File: config.mk
export PLATFORM = sky130hd
export DESIGN_NAME = i2c_master_register_sequencer_core
export DESIGN_NICKNAME = d
export VERILOG_FILES = /design/src/hdl/i2cmrs_pkg.sv /design/src/hdl/i2c_master_register_sequencer_core.sv
export SDC_FILE = /design/constraint.sdc
export NUM_CORES = 1
export LEC_CHECK = 0
export ABC_AREA = 1
export BUFFER_PORTS_ARGS = -buffer_cell sky130_fd_sc_hd__buf_4
export CORE_MARGIN = 2
export CORE_UTILIZATION = 35
export CTS_BUF_LIST = sky130_fd_sc_hd__clkbuf_4
export CTS_CLUSTER_DIAMETER = 150
export DETAILED_ROUTE_END_ITERATION = 8
export HOLD_SLACK_MARGIN = 0.08
export MAX_ROUTING_LAYER = met4
export PLACE_DENSITY = 0.57
export SETUP_SLACK_MARGIN = 0.1
export SLEW_MARGIN = 0
export SYNTH_ARGS = -nofsm -noshare
export SYNTH_HDL_FRONTEND = slang
export SYNTH_SLANG_ARGS = --single-unit
File: constraint.sdc
create_clock -name clk -period 2.2 [get_ports clk]
set_input_delay 0.44 -clock clk [delete_from_list [all_inputs] [get_ports clk]]
set_output_delay 0.44 -clock clk [all_outputs]
set_load 0.05 [all_outputs]
File: src/hdl/i2cmrs_pkg.sv
// ----------------------------------------------------------------------------
// I2C master register sequencer package
// Event and bus command codes, the word size and byte helpers.
// ----------------------------------------------------------------------------
`default_nettype none

package i2cmrs_pkg;

  localparam int MAX_WORD_BYTES = 4;

  typedef enum logic [2:0] {
    OP_START = 3'd0,
    OP_ACK   = 3'd1,
    OP_NACK  = 3'd2,
    OP_RX    = 3'd3,
    OP_STOP  = 3'd4
  } opcode_t;

  typedef enum logic [2:0] {
    CMD_NONE      = 3'd0,
    CMD_START     = 3'd1,
    CMD_STOP      = 3'd2,
    CMD_ACK       = 3'd3,
    CMD_NACK_STOP = 3'd4
  } bus_cmd_t;

  function automatic logic [2:0] clamp_count(input logic [2:0] c);
    return (int'(c) > MAX_WORD_BYTES) ? 3'(MAX_WORD_BYTES) : c;
  endfunction

  function automatic logic [7:0] pick_byte(input logic [31:0] word, input logic [2:0] idx);
    logic [31:0] sh;
    sh = word >> {idx[1:0], 3'b000};
    return (idx >= 3'd4) ? 8'h00 : sh[7:0];
  endfunction

endpackage

`default_nettype wire

File: src/hdl/i2c_master_register_sequencer_core.sv
// ----------------------------------------------------------------------------
// I2C master register sequencer core
// Turns start requests and bus events into bus commands and transmit bytes.
// ----------------------------------------------------------------------------
// Every request is handled as a whole: the state update and the
// result are computed together, and the result is held in an output register
// that is presented in the cycle after acceptance. A new request is taken every
// cycle, including while an earlier result waits, provided that result is
// being taken in the same cycle; the output register is the only stage.
`default_nettype none

module i2c_master_register_sequencer_core (
  input  wire logic                   clk,
  input  wire logic                   rst_n,
  input  wire logic                   in_valid,
  output logic                        in_stall,
  input  wire logic [2:0]             in_opcode,
  input  wire logic [6:0]             in_slave_address,
  input  wire logic [31:0]            in_reg_address,
  input  wire logic [2:0]             in_reg_byte_count,
  input  wire logic [2:0]             in_data_byte_count,
  input  wire logic                   in_read_not_write,
  input  wire logic [31:0]            in_write_word,
  input  wire logic [7:0]             in_rx_byte,
  output logic                        out_valid,
  input  wire logic                   out_stall,
  output logic [2:0]                  out_bus_command,
  output logic                        out_tx_valid,
  output logic [7:0]                  out_tx_byte,
  output logic [31:0]                 out_read_word,
  output logic                        out_done_res,
  output logic                        out_busy_res,
  output logic                        out_protocol_error
);
  import i2cmrs_pkg::*;

  typedef enum logic [2:0] {
    PH_INIT       = 3'd0,
    PH_SEND_REG   = 3'd1,
    PH_REQ_READ   = 3'd2,
    PH_READ_DATA  = 3'd3,
    PH_WRITE_DATA = 3'd4,
    PH_SEND_STOP  = 3'd5,
    PH_END        = 3'd6
  } phase_t;

  phase_t      phase_r, phase_nxt;
  logic        busy_r, busy_nxt;
  logic [6:0]  slv_r, slv_nxt;
  logic [31:0] rega_r, rega_nxt;
  logic [2:0]  regleft_r, regleft_nxt;
  logic [2:0]  dataleft_r, dataleft_nxt;
  logic        dir_r, dir_nxt;
  logic [31:0] word_r, word_nxt;

  logic        out_valid_r, out_valid_nxt;
  bus_cmd_t    cmd_r, cmd_nxt;
  logic        txv_r, txv_nxt;
  logic [7:0]  txb_r, txb_nxt;
  logic        done_r, done_nxt;
  logic        err_r, err_nxt;

  logic        in_acc;

  assign in_stall = out_valid_r && out_stall;
  assign in_acc   = in_valid && !in_stall;

  always_comb begin
    logic [2:0] rdec;
    logic [2:0] ddec;
    phase_nxt    = phase_r;
    busy_nxt     = busy_r;
    slv_nxt      = slv_r;
    rega_nxt     = rega_r;
    regleft_nxt  = regleft_r;
    dataleft_nxt = dataleft_r;
    dir_nxt      = dir_r;
    word_nxt     = word_r;
    cmd_nxt      = CMD_NONE;
    txv_nxt      = 1'b0;
    txb_nxt      = 8'h00;
    done_nxt     = 1'b0;
    err_nxt      = 1'b0;
    rdec         = regleft_r - 3'd1;
    ddec         = dataleft_r - 3'd1;

    case (in_opcode)
      OP_START: begin
        if (busy_r) begin
          err_nxt = 1'b1;
        end else begin
          slv_nxt      = in_slave_address;
          rega_nxt     = in_reg_address;
          regleft_nxt  = clamp_count(in_reg_byte_count);
          dataleft_nxt = clamp_count(in_data_byte_count);
          dir_nxt      = in_read_not_write;
          word_nxt     = in_write_word;
          busy_nxt     = 1'b1;
          phase_nxt    = PH_INIT;
          cmd_nxt      = CMD_START;
          txv_nxt      = 1'b1;
          txb_nxt      = {in_slave_address, 1'b0};
        end
      end
      OP_ACK: begin
        if ((phase_r == PH_INIT && regleft_r == 3'd0) || phase_r == PH_SEND_REG
            || phase_r == PH_WRITE_DATA) begin
          if (dir_r && phase_r != PH_WRITE_DATA) begin
            cmd_nxt   = CMD_START;
            txv_nxt   = 1'b1;
            txb_nxt   = {slv_r, 1'b1};
            phase_nxt = PH_REQ_READ;
          end else if (dataleft_r != 3'd0) begin
            dataleft_nxt = ddec;
            txv_nxt      = 1'b1;
            txb_nxt      = pick_byte(word_r, ddec);
            phase_nxt    = PH_WRITE_DATA;
          end else begin
            cmd_nxt   = CMD_STOP;
            phase_nxt = PH_SEND_STOP;
          end
        end else if (phase_r == PH_INIT) begin
          regleft_nxt = rdec;
          txv_nxt     = 1'b1;
          txb_nxt     = pick_byte(rega_r, rdec);
          if (rdec == 3'd0) begin
            phase_nxt = PH_SEND_REG;
          end
        end else if (phase_r == PH_REQ_READ) begin
          phase_nxt = PH_READ_DATA;
        end else begin
          err_nxt = 1'b1;
        end
      end
      OP_NACK: begin
        if (phase_r == PH_REQ_READ) begin
          cmd_nxt = CMD_START;
          txv_nxt = 1'b1;
          txb_nxt = {slv_r, 1'b1};
        end else begin
          err_nxt = 1'b1;
        end
      end
      OP_RX: begin
        if (phase_r != PH_READ_DATA) begin
          err_nxt = 1'b1;
        end else if (dataleft_r != 3'd0 && ddec != 3'd0) begin
          word_nxt     = {word_r[23:0], in_rx_byte};
          dataleft_nxt = ddec;
          cmd_nxt      = CMD_ACK;
        end else begin
          if (dataleft_r != 3'd0) begin
            word_nxt     = {word_r[23:0], in_rx_byte};
            dataleft_nxt = ddec;
          end
          cmd_nxt   = CMD_NACK_STOP;
          phase_nxt = PH_SEND_STOP;
        end
      end
      OP_STOP: begin
        if (phase_r == PH_SEND_STOP) begin
          phase_nxt = PH_END;
          busy_nxt  = 1'b0;
          done_nxt  = 1'b1;
        end else begin
          err_nxt = 1'b1;
        end
      end
      default: begin
        err_nxt = 1'b1;
      end
    endcase
  end

  assign out_valid_nxt = in_acc || (out_valid_r && out_stall);

  always_ff @(posedge clk) begin
    if (!rst_n) begin
      phase_r     <= PH_END;
      busy_r      <= 1'b0;
      slv_r       <= '0;
      rega_r      <= '0;
      regleft_r   <= '0;
      dataleft_r  <= '0;
      dir_r       <= 1'b0;
      word_r      <= '0;
      out_valid_r <= 1'b0;
    end else begin
      out_valid_r <= out_valid_nxt;
      if (in_acc) begin
        phase_r    <= phase_nxt;
        busy_r     <= busy_nxt;
        slv_r      <= slv_nxt;
        rega_r     <= rega_nxt;
        regleft_r  <= regleft_nxt;
        dataleft_r <= dataleft_nxt;
        dir_r      <= dir_nxt;
        word_r     <= word_nxt;
      end
    end
  end

  always_ff @(posedge clk) begin
    if (in_acc) begin
      cmd_r  <= cmd_nxt;
      txv_r  <= txv_nxt;
      txb_r  <= txb_nxt;
      done_r <= done_nxt;
      err_r  <= err_nxt;
    end
  end

  assign out_valid          = out_valid_r;
  assign out_bus_command    = cmd_r;
  assign out_tx_valid       = txv_r;
  assign out_tx_byte        = txb_r;
  assign out_read_word      = word_r;
  assign out_done_res       = done_r;
  assign out_busy_res       = busy_r;
  assign out_protocol_error = err_r;

  a_idle_phase: assert property (@(posedge clk) disable iff (!rst_n)
    !busy_r |-> phase_r == PH_END)
    else $error("idle sequencer is not at end of transaction");

  a_regleft_init: assert property (@(posedge clk) disable iff (!rst_n)
    (regleft_r != 3'd0) |-> phase_r == PH_INIT)
    else $error("register bytes pending outside the initial phase");

  a_done_idle: assert property (@(posedge clk) disable iff (!rst_n)
    (out_valid_r && done_r) |-> (!busy_r && !err_r))
    else $error("done reported while still busy or in error");

  a_err_quiet: assert property (@(posedge clk) disable iff (!rst_n)
    (out_valid_r && err_r) |-> (cmd_r == CMD_NONE && !txv_r && !done_r))
    else $error("rejected request produced bus activity");

  a_tx_zero: assert property (@(posedge clk) disable iff (!rst_n)
    (out_valid_r && !txv_r) |-> txb_r == 8'h00)
    else $error("transmit byte not cleared without a transmit");

endmodule

`default_nettype wire

==> run summary <==
run status: finished, final reports clean
post-detailed-routing wire length: 15800 um
number of instances on the worst hold path: 3
clock-pin slew reported for the worst setup and hold paths after clock tree synthesis: 0.16 ns
startpoint class of the critical path: register
critical-path cell list: clkinv_1 > ha_1 > inv_1 > nor2_1 > o21ai_0 > nand2_1 > inv_1 > o21ai_0 > nand3_1 > nand2_1
TritonCTS buffer count: 9
final cell area excluding filler cells: 6650 um2
path type of the worst setup path: reg2reg
Avg WL per Cell: 14.1 um
syn avg cell area: 6.63 um2
all-layer global routing usage: 0.202
clk_lat worst skew: 0.46 ns
via count of the first global-routing pass: 5035
Avg Vias per Cell: 4.84
area occupied by registers: 2080 um2
final HPWL from detailed placement: 11700 um
area of combinational cells with multiple inputs: 2740 um2
final number of max-transition violations: 0
sequential cell area fraction in the yosys report: 0.394
cell area after placement: 6480 um2
master of the slowest instance on the critical path: sky130_fd_sc_hd__dfxtp_1
width of the die: 127 um
number of setup buffers added after CTS: 0
Global Route met2 Usage: 0.306
floorplan die area: 16100 um2
final critical path time including I/O delays and setup: 1.89 ns
Routability Congestion: 0.908
drt first-iter violations: 411
placeable core region: 14600 um2
vias post-DR: 5404
count of final hold-check violations: 0
global-route wire length before repair: 25300 um
share of the cycle needed by the critical path after routing: 0.861
Top FF cell, synth: sky130_fd_sc_hd__dfxtp_1
clock group share of total power: 0.289
htree depth: 3
net total in the final layout: 1026
grt total ovfl: 0
Leak Pwr: 3.09 nW
IO Count: 142
count of warnings emitted by yosys: 0
Worst EP arrival: 2.12 ns
Mapped Nets: 895
num rows: 44
area growth from synthesis to layout: 25.9%
count of endpoints failing setup in the final report: 0
IO buf count: 141
async set-reset flop share out of synthesis: 0
vertical die dimension: 127 um
summed instance area of the synthesized netlist: 5280 um2
Reg power frac: 0.500
highest net fanout along the worst path: 6
#FFs+latches synth: 97
CTS tree: built
largest vdd supply drop: 0.270 mV
unrepaired setup endpoints after global routing: false
number of buffers on the longest clock path: 2
Tightest Pin Transition: 0.478 ns
initial standard-cell utilization of the core: 0.360
DRC viols: 0
maximum achievable frequency: 528 MHz
number of antenna violations at the first check in global routing: 1
GR peak layer: met2
Switching Power: 0.00121 W
Largest stage delay, worst path: 0.36 ns
Post-synth EDFFs: 14
combinational group share of total power: 0.210
met1 capacity usage during global routing: 0.279
internal power consumption: 0.00264 W
critical path required time: 2.43 ns
final clock skew: 0.0132 ns
worst slew margin relative to its limit: 0.681
Cell variety after synth: 33
antenna-violating nets left: 0
Layout fillers: 1567
first drt pass iteration count: 5
power density cells: 580 nW/um2
maximum number of pins on one net before global-route repair: 53
crit end category: register
Register-to-Register Path Depth: 10
Setup TNS: 0 ns
synthesized netlist cell count: 796
sinks on the clock net: 97
Global Route met3 Usage: 0.0274
Max-cap violations: 0
share of post-route cells with drive strength above 1: 0.220
share of total power consumed by net switching: 0.314
Clock Tree Root: sky130_fd_sc_hd__clkbuf_4
min-delay worst type: in2reg
==> cell usage after synthesis (2+ instances only) <==
library cell	number	share of area
sky130_fd_sc_hd__a22oi_1	7	0.010
sky130_fd_sc_hd__edfxtp_1	14	0.080
sky130_fd_sc_hd__inv_2	2	0.0014
sky130_fd_sc_hd__clkbuf_1	15	0.011
sky130_fd_sc_hd__or2_2	2	0.0024
sky130_fd_sc_hd__inv_1	54	0.038
sky130_fd_sc_hd__buf_1	3	0.0021
sky130_fd_sc_hd__nor2_4	4	0.0085
sky130_fd_sc_hd__o21ai_0	117	0.11
sky130_fd_sc_hd__clkinv_1	2	0.0014
sky130_fd_sc_hd__buf_6	9	0.019
sky130_fd_sc_hd__ha_1	6	0.014
sky130_fd_sc_hd__o21ai_1	12	0.011
sky130_fd_sc_hd__buf_2	10	0.0095
sky130_fd_sc_hd__o211ai_1	8	0.011
sky130_fd_sc_hd__a21oi_1	22	0.021
sky130_fd_sc_hd__nand3_1	37	0.035
sky130_fd_sc_hd__dfxtp_1	83	0.31
sky130_fd_sc_hd__inv_4	2	0.0024
sky130_fd_sc_hd__nand2_1	184	0.13
sky130_fd_sc_hd__nand3_2	3	0.0057
sky130_fd_sc_hd__nand2_4	2	0.0043
sky130_fd_sc_hd__nor2_2	13	0.015
sky130_fd_sc_hd__nor2_1	176	0.13
==> layout make-up <==
class                           count  share of cell area
Tap cell                          184              0.0346
Antenna cell                        1            0.000377
Multi-Input combinational cell    601               0.413
Clock buffer                        9              0.0102
Inverter                           60              0.0346
Sequential cell                    97               0.313
Clock inverter                      7              0.0139
Timing Repair Buffer              158               0.180
==> state kept, by name (all words and copies together) (netlist names), 3 cells and up <==
register and count:
out_read_word 32, out_bus_command 3, dataleft_r 3, regleft_r 3, phase_r 3, rega_r 32
out_tx_byte 8, slv_r 7
==> cells in the final DEF (no fill, tap or decap) <==
cell                        netlist  routed
sky130_fd_sc_hd__o21ai_0        117     117
sky130_fd_sc_hd__diode_2          0       1
sky130_fd_sc_hd__nand3b_1         1       1
sky130_fd_sc_hd__o211ai_1         8       8
sky130_fd_sc_hd__nor3_1           1       1
sky130_fd_sc_hd__clkinv_2         0       3
sky130_fd_sc_hd__a21oi_1         22      22
sky130_fd_sc_hd__nand4_1          1       1
sky130_fd_sc_hd__edfxtp_1        14      14
sky130_fd_sc_hd__inv_4            2       2
sky130_fd_sc_hd__inv_6            0       1
sky130_fd_sc_hd__ha_1             6       5
sky130_fd_sc_hd__nand2_2          1       1
sky130_fd_sc_hd__a211oi_1         1       1
sky130_fd_sc_hd__nor2_4           4       4
sky130_fd_sc_hd__nor2_2          13      13
sky130_fd_sc_hd__nand3_1         37      37
sky130_fd_sc_hd__buf_4            1     157
sky130_fd_sc_hd__nand3_2          3       3
sky130_fd_sc_hd__o21bai_1         1       1
sky130_fd_sc_hd__nor2_1         176     176
sky130_fd_sc_hd__xnor2_1          1       1
sky130_fd_sc_hd__buf_12           0       1
sky130_fd_sc_hd__a22oi_1          7       7
sky130_fd_sc_hd__nand2_1        184     184
sky130_fd_sc_hd__bufinv_16        0       2
sky130_fd_sc_hd__ha_2             0       1
sky130_fd_sc_hd__inv_1           54      54
sky130_fd_sc_hd__nor2_8           1       1
sky130_fd_sc_hd__o21ai_1         12      12
sky130_fd_sc_hd__clkinv_1         2       2
sky130_fd_sc_hd__dfxtp_1         83      83
sky130_fd_sc_hd__inv_2            2       2
sky130_fd_sc_hd__clkinv_4         0       1
sky130_fd_sc_hd__nand2_4          2       2
sky130_fd_sc_hd__clkbuf_4         0       9
sky130_fd_sc_hd__or2_2            2       2
==> cell families after synthesis <==
logic type               synth area share
AO/OA/AOI/OAI                       0.167
buffers and inverters              0.0865
flip-flops                          0.394
XOR/XNOR                          0.00166
AND/OR/NAND/NOR                     0.336
adder cells (fa/ha/maj)            0.0142
==> metrics by stage <==
| step | power [W] | setup WS [ns] | hold WS [ns] | utilization | instances |
|---|---|---|---|---|---|
| after floorplan | 0.00246 | 0.112 | 0.444 | - | 796 |
| after global placement | 0.00278 | 0.263 | 0.456 | 0.443 | 1100 |
| after detailed placement | 0.00278 | 0.256 | 0.464 | 0.443 | 1100 |
| after CTS | 0.00388 | 0.233 | 0.180 | 0.454 | 1116 |
| after global routing | 0.00404 | 0.101 | 0.198 | 0.454 | 1117 |
| final | 0.00385 | 0.306 | 0.217 | 0.454 | 1117 |
==> path summary, 6_finish.rpt <==
kind	from	endpoint	slack, ns
hold reg to reg	slv_r[4]	slv_r[4]	0.48
setup reg to reg	regleft_r[0]	out_tx_byte[4]	0.31
setup / recovery	regleft_r[0]	out_tx_byte[4]	0.31
hold / removal	in_reg_address[30]	rega_r[30]	0.22
==> worst max-delay path, delay by kind of cell (launching register included) <==
family          cells  cell delay [ns]
compound gates      2             0.22
buf+inv             3             0.42
simple gates        4             0.31
fa+ha+maj           1             0.36
flops               1             0.36
==> repair_timing <==
action / CTS / global route
hold buffers: 0 / 0
setup endpoints to repair: 0 / 2
gates resized for setup: 0 / 1
==> per-layer routing <==
metal / vias up / share of wire / routed length [um]
li1: 2828 / - / -
met1: 2403 / 0.50 / 7860
met2: 153 / 0.44 / 6990
met3: 20 / 0.043 / 682
met4: 0 / 0.016 / 255
met5: - / 0 / 0
==> power by group through the flow <==
stage / registers, W / logic [W] / clock network (W)
2_1_floorplan: 0.00209 / 0.000374 / 0
3_3_place_gp: 0.00197 / 0.000811 / 0
3_5_place_dp: 0.00197 / 0.000812 / 0
4_1_cts: 0.00193 / 0.000814 / 0.00114
5_1_grt: 0.00194 / 0.000899 / 0.00121
6_report: 0.00193 / 0.000810 / 0.00112
Power figures use the tool's default switching activity.
